==> config.mk <==
export PLATFORM = sky130hd
export DESIGN_NAME = deadline_timer_queue
export DESIGN_NICKNAME = d
export VERILOG_FILES = /design/src/sv/dtq_pkg.sv /design/src/sv/dtq_ctrl.sv /design/src/sv/dtq_datapath.sv /design/src/sv/deadline_timer_queue.sv
export SDC_FILE = /design/constraint.sdc
export NUM_CORES = 2
export LEC_CHECK = 0
export BUFFER_PORTS_ARGS = -buffer_cell sky130_fd_sc_hd__buf_2
export CORE_MARGIN = 5
export CORE_UTILIZATION = 40
export DETAILED_ROUTE_END_ITERATION = 8
export PLACE_DENSITY = 0.61
export SLEW_MARGIN = 20
export SYNTH_ARGS = -nofsm -noshare
export SYNTH_HDL_FRONTEND = slang
export SYNTH_SLANG_ARGS = --single-unit
==> constraint.sdc <==
create_clock -name clk -period 5.8 [get_ports clk]
set_input_delay 0.58 -clock clk [delete_from_list [all_inputs] [get_ports clk]]
set_output_delay 0.58 -clock clk [all_outputs]
set_load 0.005 [all_outputs]
==> src/sv/dtq_pkg.sv <==
`timescale 1ns / 1ps
`default_nettype none

package dtq_pkg;

    typedef enum logic [1:0]
    {
        CMD_ADD    = 2'd0,
        CMD_CANCEL = 2'd1,
        CMD_TICK   = 2'd2,
        CMD_NONE   = 2'd3
    } cmd_t;

    typedef enum logic [1:0]
    {
        KIND_ADD    = 2'd0,
        KIND_CANCEL = 2'd1,
        KIND_EXPIRE = 2'd2
    } kind_t;

    localparam int RESULTS_MAX = 16;
    localparam int BURST_W     = $clog2(RESULTS_MAX);
    localparam int DELAY_W     = 32;
    localparam int CID_W       = 16;
    localparam int RID_W       = 16;
    localparam int IN_DATA_W   = 48;
    localparam int OUT_DATA_W  = 24;

    typedef struct packed
    {
        logic load;
        logic scan_start;
        logic commit;
        logic last;
    } dtq_ctrl_t;

    typedef struct packed
    {
        cmd_t op;
        logic scan_done;
        logic found;
        logic due_one;
        logic out_free;
    } dtq_stat_t;

endpackage

`default_nettype wire

==> src/sv/dtq_ctrl.sv <==
`timescale 1ns / 1ps
`default_nettype none

module dtq_ctrl
    import dtq_pkg::*;
(
    input  logic      clk,
    input  logic      rst_n,
    input  logic      s_tvalid,
    input  cmd_t      s_cmd,
    output logic      s_tready,
    input  dtq_stat_t stat,
    output dtq_ctrl_t ctrl
);

    typedef enum logic [2:0]
    {
        S_IDLE   = 3'b001,
        S_SCAN   = 3'b010,
        S_FINISH = 3'b100
    } state_t;

    state_t             state_reg, state_next;
    logic [BURST_W-1:0] burst_reg, burst_next;
    logic               last_now;

    always_comb
    begin
        state_next = state_reg;
        burst_next = burst_reg;
        ctrl       = '0;
        last_now   = 1'b0;
        s_tready   = (state_reg == S_IDLE);
        case (state_reg)
            S_IDLE:
            begin
                if (s_tvalid)
                begin
                    ctrl.load  = 1'b1;
                    burst_next = '0;
                    if (s_cmd != CMD_NONE)
                    begin
                        ctrl.scan_start = 1'b1;
                        state_next      = S_SCAN;
                    end
                end
            end
            S_SCAN:
            begin
                if (stat.scan_done)
                begin
                    state_next = S_FINISH;
                end
            end
            S_FINISH:
            begin
                if (stat.out_free)
                begin
                    if (stat.op == CMD_TICK)
                    begin
                        if (!stat.found)
                        begin
                            state_next = S_IDLE;
                        end
                        else
                        begin
                            last_now = stat.due_one ||
                                       (burst_reg == BURST_W'(RESULTS_MAX - 1));
                            ctrl.commit = 1'b1;
                            ctrl.last   = last_now;
                            if (last_now)
                            begin
                                state_next = S_IDLE;
                            end
                            else
                            begin
                                burst_next      = burst_reg + 1'b1;
                                ctrl.scan_start = 1'b1;
                                state_next      = S_SCAN;
                            end
                        end
                    end
                    else
                    begin
                        ctrl.commit = 1'b1;
                        ctrl.last   = 1'b1;
                        state_next  = S_IDLE;
                    end
                end
            end
            default:
            begin
                state_next = S_IDLE;
            end
        endcase
    end

    always_ff @(posedge clk or negedge rst_n)
    begin
        if (!rst_n)
        begin
            state_reg <= S_IDLE;
            burst_reg <= '0;
        end
        else
        begin
            state_reg <= state_next;
            burst_reg <= burst_next;
        end
    end

endmodule

`default_nettype wire

==> src/sv/dtq_datapath.sv <==
`timescale 1ns / 1ps
`default_nettype none

module dtq_datapath
    import dtq_pkg::*;
#(
    parameter int DEPTH     = 16,
    parameter int ID_BITS   = 16,
    parameter int TIME_BITS = 48
)
(
    input  logic                  clk,
    input  logic                  rst_n,
    input  logic [IN_DATA_W-1:0]  s_tdata,
    input  cmd_t                  s_cmd,
    input  dtq_ctrl_t             ctrl,
    output dtq_stat_t             stat,
    output logic                  m_tvalid,
    input  logic                  m_tready,
    output logic [OUT_DATA_W-1:0] m_tdata,
    output logic [1:0]            m_tuser,
    output logic                  m_tlast
);

    localparam int IDX_W = $clog2(DEPTH);
    localparam logic [IDX_W-1:0]     LAST_IDX = IDX_W'(DEPTH - 1);
    localparam logic [TIME_BITS-1:0] TIME_MAX = '1;

    cmd_t                 op_reg, op_next;
    logic [DELAY_W-1:0]   delay_reg;
    logic [CID_W-1:0]     cid_reg;
    logic [TIME_BITS-1:0] now_reg, now_next;
    logic [ID_BITS-1:0]   next_id_reg, next_id_next;
    logic [DEPTH-1:0]     valid_reg, valid_next;

    logic [TIME_BITS-1:0] mem_dl [DEPTH];
    logic [ID_BITS-1:0]   mem_id [DEPTH];
    logic [TIME_BITS-1:0] rd_dl_reg;
    logic [ID_BITS-1:0]   rd_id_reg;

    logic                 issue_active_reg, issue_active_next;
    logic [IDX_W-1:0]     issue_idx_reg, issue_idx_next;
    logic                 cmp_valid_reg, cmp_valid_next;
    logic [IDX_W-1:0]     cmp_idx_reg;

    logic                 found_reg, found_next;
    logic [IDX_W-1:0]     sel_idx_reg, sel_idx_next;
    logic [TIME_BITS-1:0] best_dl_reg, best_dl_next;
    logic [ID_BITS-1:0]   best_id_reg, best_id_next;
    logic [1:0]           due_cnt_reg, due_cnt_next;

    logic                 out_valid_reg, out_valid_next;
    kind_t                out_kind_reg, out_kind_next;
    logic [RID_W-1:0]     out_id_reg, out_id_next;
    logic                 out_ok_reg, out_ok_next;
    logic                 out_last_reg, out_last_next;

    logic                 out_free;
    logic                 cand_live;
    logic                 hit;
    logic                 take;
    logic [ID_BITS-1:0]   want_id;
    logic [TIME_BITS:0]   dl_sum;
    logic [TIME_BITS-1:0] new_dl;

    assign out_free = !out_valid_reg || m_tready;
    assign want_id  = ID_BITS'(cid_reg);
    assign dl_sum   = {1'b0, now_reg} + (TIME_BITS + 1)'(delay_reg);
    assign new_dl   = dl_sum[TIME_BITS] ? TIME_MAX : dl_sum[TIME_BITS-1:0];
    assign cand_live = cmp_valid_reg && valid_reg[cmp_idx_reg];

    always_comb
    begin
        hit  = 1'b0;
        take = 1'b0;
        case (op_reg)
            CMD_ADD:
            begin
                hit  = cmp_valid_reg && !valid_reg[cmp_idx_reg];
                take = hit && !found_reg;
            end
            CMD_CANCEL:
            begin
                hit  = cand_live && (rd_id_reg == want_id);
                take = hit && !found_reg;
            end
            CMD_TICK:
            begin
                hit  = cand_live && (rd_dl_reg <= now_reg);
                take = hit && (!found_reg || (rd_dl_reg < best_dl_reg) ||
                       ((rd_dl_reg == best_dl_reg) && (rd_id_reg < best_id_reg)));
            end
            default:
            begin
                hit  = 1'b0;
                take = 1'b0;
            end
        endcase
    end

    always_comb
    begin
        op_next           = op_reg;
        now_next          = now_reg;
        next_id_next      = next_id_reg;
        valid_next        = valid_reg;
        issue_active_next = issue_active_reg;
        issue_idx_next    = issue_idx_reg;
        cmp_valid_next    = issue_active_reg;
        found_next        = found_reg;
        sel_idx_next      = sel_idx_reg;
        best_dl_next      = best_dl_reg;
        best_id_next      = best_id_reg;
        due_cnt_next      = due_cnt_reg;
        out_valid_next    = out_valid_reg && !m_tready;
        out_kind_next     = out_kind_reg;
        out_id_next       = out_id_reg;
        out_ok_next       = out_ok_reg;
        out_last_next     = out_last_reg;

        if (ctrl.load)
        begin
            op_next = s_cmd;
            if ((s_cmd == CMD_TICK) && (now_reg != TIME_MAX))
            begin
                now_next = now_reg + 1'b1;
            end
        end

        if (issue_active_reg)
        begin
            if (issue_idx_reg == LAST_IDX)
            begin
                issue_active_next = 1'b0;
            end
            else
            begin
                issue_idx_next = issue_idx_reg + 1'b1;
            end
        end

        if (take)
        begin
            found_next   = 1'b1;
            sel_idx_next = cmp_idx_reg;
            best_dl_next = rd_dl_reg;
            best_id_next = rd_id_reg;
        end
        if (hit && (op_reg == CMD_TICK) && !due_cnt_reg[1])
        begin
            due_cnt_next = due_cnt_reg + 1'b1;
        end

        if (ctrl.commit)
        begin
            out_valid_next = 1'b1;
            out_last_next  = ctrl.last;
            case (op_reg)
                CMD_ADD:
                begin
                    out_kind_next = KIND_ADD;
                    out_ok_next   = found_reg;
                    if (found_reg)
                    begin
                        valid_next[sel_idx_reg] = 1'b1;
                        next_id_next            = next_id_reg + 1'b1;
                        out_id_next             = RID_W'(next_id_reg);
                    end
                    else
                    begin
                        out_id_next = '0;
                    end
                end
                CMD_CANCEL:
                begin
                    out_kind_next = KIND_CANCEL;
                    out_ok_next   = found_reg;
                    out_id_next   = cid_reg;
                    if (found_reg)
                    begin
                        valid_next[sel_idx_reg] = 1'b0;
                    end
                end
                default:
                begin
                    out_kind_next           = KIND_EXPIRE;
                    out_ok_next             = 1'b1;
                    out_id_next             = RID_W'(best_id_reg);
                    valid_next[sel_idx_reg] = 1'b0;
                end
            endcase
        end

        if (ctrl.scan_start)
        begin
            issue_active_next = 1'b1;
            issue_idx_next    = '0;
            found_next        = 1'b0;
            due_cnt_next      = '0;
        end
    end

    always_ff @(posedge clk or negedge rst_n)
    begin
        if (!rst_n)
        begin
            op_reg           <= CMD_NONE;
            now_reg          <= '0;
            next_id_reg      <= '0;
            valid_reg        <= '0;
            issue_active_reg <= 1'b0;
            issue_idx_reg    <= '0;
            cmp_valid_reg    <= 1'b0;
            found_reg        <= 1'b0;
            due_cnt_reg      <= '0;
            out_valid_reg    <= 1'b0;
        end
        else
        begin
            op_reg           <= op_next;
            now_reg          <= now_next;
            next_id_reg      <= next_id_next;
            valid_reg        <= valid_next;
            issue_active_reg <= issue_active_next;
            issue_idx_reg    <= issue_idx_next;
            cmp_valid_reg    <= cmp_valid_next;
            found_reg        <= found_next;
            due_cnt_reg      <= due_cnt_next;
            out_valid_reg    <= out_valid_next;
        end
    end

    always_ff @(posedge clk)
    begin
        if (ctrl.load)
        begin
            delay_reg <= s_tdata[DELAY_W-1:0];
            cid_reg   <= s_tdata[DELAY_W +: CID_W];
        end
        cmp_idx_reg   <= issue_idx_reg;
        sel_idx_reg   <= sel_idx_next;
        best_dl_reg   <= best_dl_next;
        best_id_reg   <= best_id_next;
        out_kind_reg  <= out_kind_next;
        out_id_reg    <= out_id_next;
        out_ok_reg    <= out_ok_next;
        out_last_reg  <= out_last_next;
    end

    always_ff @(posedge clk)
    begin
        if (ctrl.commit && (op_reg == CMD_ADD) && found_reg)
        begin
            mem_dl[sel_idx_reg] <= new_dl;
            mem_id[sel_idx_reg] <= next_id_reg;
        end
        if (issue_active_reg)
        begin
            rd_dl_reg <= mem_dl[issue_idx_reg];
            rd_id_reg <= mem_id[issue_idx_reg];
        end
    end

    assign stat.op        = op_reg;
    assign stat.scan_done = cmp_valid_reg && (cmp_idx_reg == LAST_IDX);
    assign stat.found     = found_reg;
    assign stat.due_one   = (due_cnt_reg == 2'd1);
    assign stat.out_free  = out_free;

    assign m_tvalid = out_valid_reg;
    assign m_tdata  = {(OUT_DATA_W - RID_W - 1)'(0), out_ok_reg, out_id_reg};
    assign m_tuser  = out_kind_reg;
    assign m_tlast  = out_last_reg;

endmodule

`default_nettype wire

==> src/sv/deadline_timer_queue.sv <==
// One-shot timer queue with DEPTH entries. Each request on the slave side is an add, a
// cancel, a tick or a no-op (taken with no reply); the others are answered on the master side:
// an add returns the id it assigned (ok low with id zero when the table is full), a cancel
// echoes the id and reports whether a live entry was removed, and a tick advances time by
// one and then returns every due entry as an expiry, earliest deadline first and the smaller
// id first on a tie, at most sixteen per tick, with tlast on the final one (a tick with
// nothing due returns nothing). Every add, cancel or tick is served by a scan of the entry
// table memory, one entry per clock cycle; a tick scans the table anew for every expiry
// after the first, and no new request is taken until the last one is done. The block
// accepts the next request while the last result still waits in its output register.

`timescale 1ns / 1ps
`default_nettype none

module deadline_timer_queue
    import dtq_pkg::*;
#(
    parameter int DEPTH     = 16,
    parameter int ID_BITS   = 16,
    parameter int TIME_BITS = 48
)
(
    input  logic                  clk,
    input  logic                  rst_n,
    input  logic                  s_tvalid,
    output logic                  s_tready,
    input  logic [IN_DATA_W-1:0]  s_tdata,   // delay[31:0], cancel_id[47:32]
    input  logic [1:0]            s_tuser,   // cmd[1:0]
    output logic                  m_tvalid,
    input  logic                  m_tready,
    output logic [OUT_DATA_W-1:0] m_tdata,   // result_id[15:0], ok[16], zero[23:17]
    output logic [1:0]            m_tuser,   // kind[1:0]
    output logic                  m_tlast
);

    cmd_t      s_cmd;
    dtq_ctrl_t ctrl;
    dtq_stat_t stat;

    assign s_cmd = cmd_t'(s_tuser);

    dtq_ctrl u_ctrl
    (
        .clk      (clk),
        .rst_n    (rst_n),
        .s_tvalid (s_tvalid),
        .s_cmd    (s_cmd),
        .s_tready (s_tready),
        .stat     (stat),
        .ctrl     (ctrl)
    );

    dtq_datapath #(
        .DEPTH     (DEPTH),
        .ID_BITS   (ID_BITS),
        .TIME_BITS (TIME_BITS)
    ) u_datapath
    (
        .clk      (clk),
        .rst_n    (rst_n),
        .s_tdata  (s_tdata),
        .s_cmd    (s_cmd),
        .ctrl     (ctrl),
        .stat     (stat),
        .m_tvalid (m_tvalid),
        .m_tready (m_tready),
        .m_tdata  (m_tdata),
        .m_tuser  (m_tuser),
        .m_tlast  (m_tlast)
    );

endmodule

`default_nettype wire

==> summary.log <==
qor: outcome.status finished, final reports clean
qor: placed_design.place.detailed.hpwl 73700 um
qor: synth.count_of_flip_flops_with_a_built_in_enable_after_synthesis 1224
qor: power.p_clk_share 32.2%
qor: timing.min_period 4.95 ns
qor: synth.synth_cell_type_count 81
qor: cts.post_cts.repair.setup_buffers 0
qor: power.power_density 437 nW/um^2
qor: job.cap_viol_max_count 0
qor: synth.netlist_area 54800 sq um
qor: cts.path_clk_slew 0.06 ns
qor: placed_design.gp_congestion 0.833
qor: cts.clock_tree.root_cell clkbuf_16
qor: worst_hold_path.hold_crit_path_type in2reg
qor: timing.fmax 202 MHz
qor: synth.syn_area_per_cell 18.9 sq um
qor: cts.clock_tree.buffer_depth 3
qor: synth.async_flop_share 7.46%
qor: worst_setup_path.critPathLaunchType flip-flop
qor: worst_hold_path.worst_hold_path.num_cells 1
qor: timing.grt_setup_unrepaired false
qor: timing.maxSlewHeadroom 24.6%
qor: layout.largest_register_ff_count 768
qor: floorplanning.io-pin-count 83
qor: floorplanning.floorplan.initialDensity 40.3%
qor: timing.timing_worst_slew_pin_value 1.12 ns
qor: worst_setup_path.timing_worst_setup_path_type reg2reg
qor: cts.htree_levels 4
qor: layout.most_common_cell_after_layout_fill_and_taps_aside edfxtp_1
qor: synth.synth_top_family_by_area multiplexers
qor: layout.antennaDiodeCount 0
qor: layout.layout-area-overhead-vs-synth 14.1%
qor: synth.synth-xor-area-share 1.79%
qor: cts.cts_made_buffers 140
qor: synth.post_synth_main_area_contributors edfxtp_1 (67%), mux4_2 (13%), dfrtp_1 (4.4%)
qor: synth.part_of_the_yosys_area_used_for_sequential_elements 71.8%
qor: placed_design.place.port_buffers 75
qor: floorplanning.coreArea 136000 sq um
qor: grt.grt_pass1_wl 190000 um
qor: power.p_leak 21.1 nW
qor: layout.final_nets 3307
qor: worst_setup_path.rr_worst_depth 11
qor: detailed_routing.ant_nets 0
qor: layout.biggestRegsByFlops u_datapath.mem_dl x768, u_datapath.mem_id x256
qor: grt.grt_overflow_total 0
qor: detailed_routing.drt-pass1-iter-count 5
qor: power.peakVddDrop 416 uV
qor: detailed_routing.drt-total-wl 129000 um
qor: synth.synth_ff_type edfxtp_1
qor: floorplanning.rows 135
qor: timing.worst_slack_setup_final 0.851 ns
qor: power.combinational_fraction_of_design_power 22.5%
qor: power.sw_frac_of_total 28.2%
qor: layout.final_cell_area 62500 sq um
qor: timing.setup_viol_count_final 0
qor: grt.antenna_found_initial 1
qor: synth.ys_warn_count 0
qor: synth.synthSimpleGateAreaFrac 4.06%
qor: layout.finish.cell_count_without_fillers 4994
qor: synth.synthAdderAreaFrac 3.42%
qor: placed_design.post_place_setup_slack 0.924 ns
qor: detailed_routing.drt_iter0_markers 2696
qor: synth.synth_area_leader_cell edfxtp_1
qor: grt.grt_start_max_net_pins 102
qor: timing.layout_worst_path_cycle_share 85.3%
qor: power.p_sw 7.70 mW
qor: placed_design.postPlaceCellArea 57700 sq um
qor: worst_setup_path.critPathRequiredTime 6.27 ns
qor: detailed_routing.route.detailed.wl_per_inst 25.9 um
qor: grt.globalRouteTotalUtil 17.8%
qor: timing.report.final.hold_viol_count 0
qor: layout.registers.top_by_ff_count u_datapath.mem_dl
qor: cts.cts_tree built
qor: synth.muxShareOfSynthArea 13.9%
qor: worst_setup_path.crit_path_end_kind flip-flop
qor: synth.postSynthRegisterBits 1327
qor: power.intPower 19.6 mW
qor: grt.via_count_of_the_first_global_routing_pass 28100
qor: synth.post_synth_inst_count 2906
qor: timing.total_neg_setup_slack 0 ns
qor: detailed_routing.route.detailed.drc 0
qor: layout.final_cell_mix edfxtp_1 (1224), mux4_2 (325), nand2_1 (150)
qor: detailed_routing.dr_total_vias 27800
qor: worst_setup_path.cp_data_arrival_time 5.42 ns
qor: placed_design.placed_cells 4710
qor: layout.drive_above_1_share 22.5%
qor: floorplanning.die_x 380 um
qor: cts.clkSinkCount 1327
qor: synth.synth_compound_gate_area_share 3.27%
qor: timing.slew_viol_final 0
qor: worst_setup_path.critical_path.max_fanout 22
qor: timing.timing.hold.ws 0.0489 ns
qor: timing.worst_clock_skew 0.0309 ns
qor: power.power.share.sequential 45.4%
qor: cts.worst_skew_pair_latency 0.76 ns
qor: floorplanning.fp.dieArea 144000 sq um
qor: detailed_routing.vias_per_cell 5.56
qor: floorplanning.dieHeight 380 um
qor: synth.synth_largest_type_area_fraction 67.1%
-- cell type report --
cell class,instances,area [sq um]
clock inverter,79,696
tap,1781,2230
multi-input combinational,1338,14700
clock buffer,172,3790
sequential,1327,39300
fill,11500,73300
inverter,131,492
timing repair buffer,166,1310
-- power groups by stage --
stage | logic (mW) | registers [mW] | clock network (mW)
after floorplan | 4.69 | 12.1 | 0
after global placement | 6.18 | 12.6 | 0
after detailed placement | 6.22 | 12.6 | 0
after CTS | 6.27 | 12.4 | 8.98
after global routing | 6.77 | 12.5 | 9.38
final | 6.15 | 12.4 | 8.79
-- final timing paths --
check                                   startpoint                        end  slack (ns)
hold / removal                         s_tdata[16]   u_datapath.delay_reg[16]        0.05
min in group asynchronous                    rst_n        u_ctrl.burst_reg[3]        0.52
max in group asynchronous                    rst_n     u_datapath.now_reg[45]        4.00
setup / recovery             u_datapath.now_reg[0]    u_datapath.mem_dl[6][0]        0.85
setup reg to reg             u_datapath.now_reg[0]    u_datapath.mem_dl[6][0]        0.85
hold reg to reg            u_datapath.rd_dl_reg[0]  u_datapath.best_dl_reg[0]        0.45
-- critical path, stage by stage (launching register included) --
cell and delay, ns:
dfrtp_1 0.46, ha_1 0.27, inv_1 0.08, fa_1 0.40
nand2b_1 0.18, a21o_1 0.20, a211oi_1 0.72, o21ai_1 0.22
a21boi_0 0.80, o21bai_4 0.51, buf_4 0.40, nand2b_1 0.41
-- synth_stat cells, types with 14 or more instances --
cell type,count
mux2_2,18
dfrtp_1,96
clkbuf_1,68
nand4_1,51
a21oi_1,90
nand3_1,45
xnor2_1,86
o21ai_0,39
nor2_1,86
mux4_2,325
inv_1,130
edfxtp_1,1224
xor2_1,26
nor3_1,25
nand2_1,150
buf_1,26
a21o_1,41
a211oi_1,22
nor2b_1,14
ha_1,148
-- routing by layer --
metal | routed length (um) | GRT usage (%) | vias up | share of wire (%)
met5 | 0 | 0 | - | 0
met4 | 2630 | 4.78 | 0 | 2.0
met3 | 8420 | 3.21 | 170 | 6.5
met2 | 60700 | 28.0 | 903 | 47
met1 | 57600 | 25.8 | 14600 | 45
li1 | - | - | 12100 | -
-- metrics by stage --
step                      power (mW)  util, %
after global placement          18.8     42.5
after CTS                       27.7     46.0
after global routing            28.6     46.0
final                           27.3     46.0
after detailed placement        18.8     42.5
after floorplan                 16.8        -
-- what timing repair did --
item,in CTS,in global routing
gates resized for setup,0,0
hold buffers,33,0
hold endpoints to repair,83,0
setup endpoints to repair,0,0
-- kinds of logic after synthesis --
family | Yosys count
compound gates | 270
xor+xnor | 112
fa+ha+maj | 149
buf+inv | 247
flops | 1327
mux | 351
other cells | 1
simple gates | 449
(Power assumes the default switching activity.)
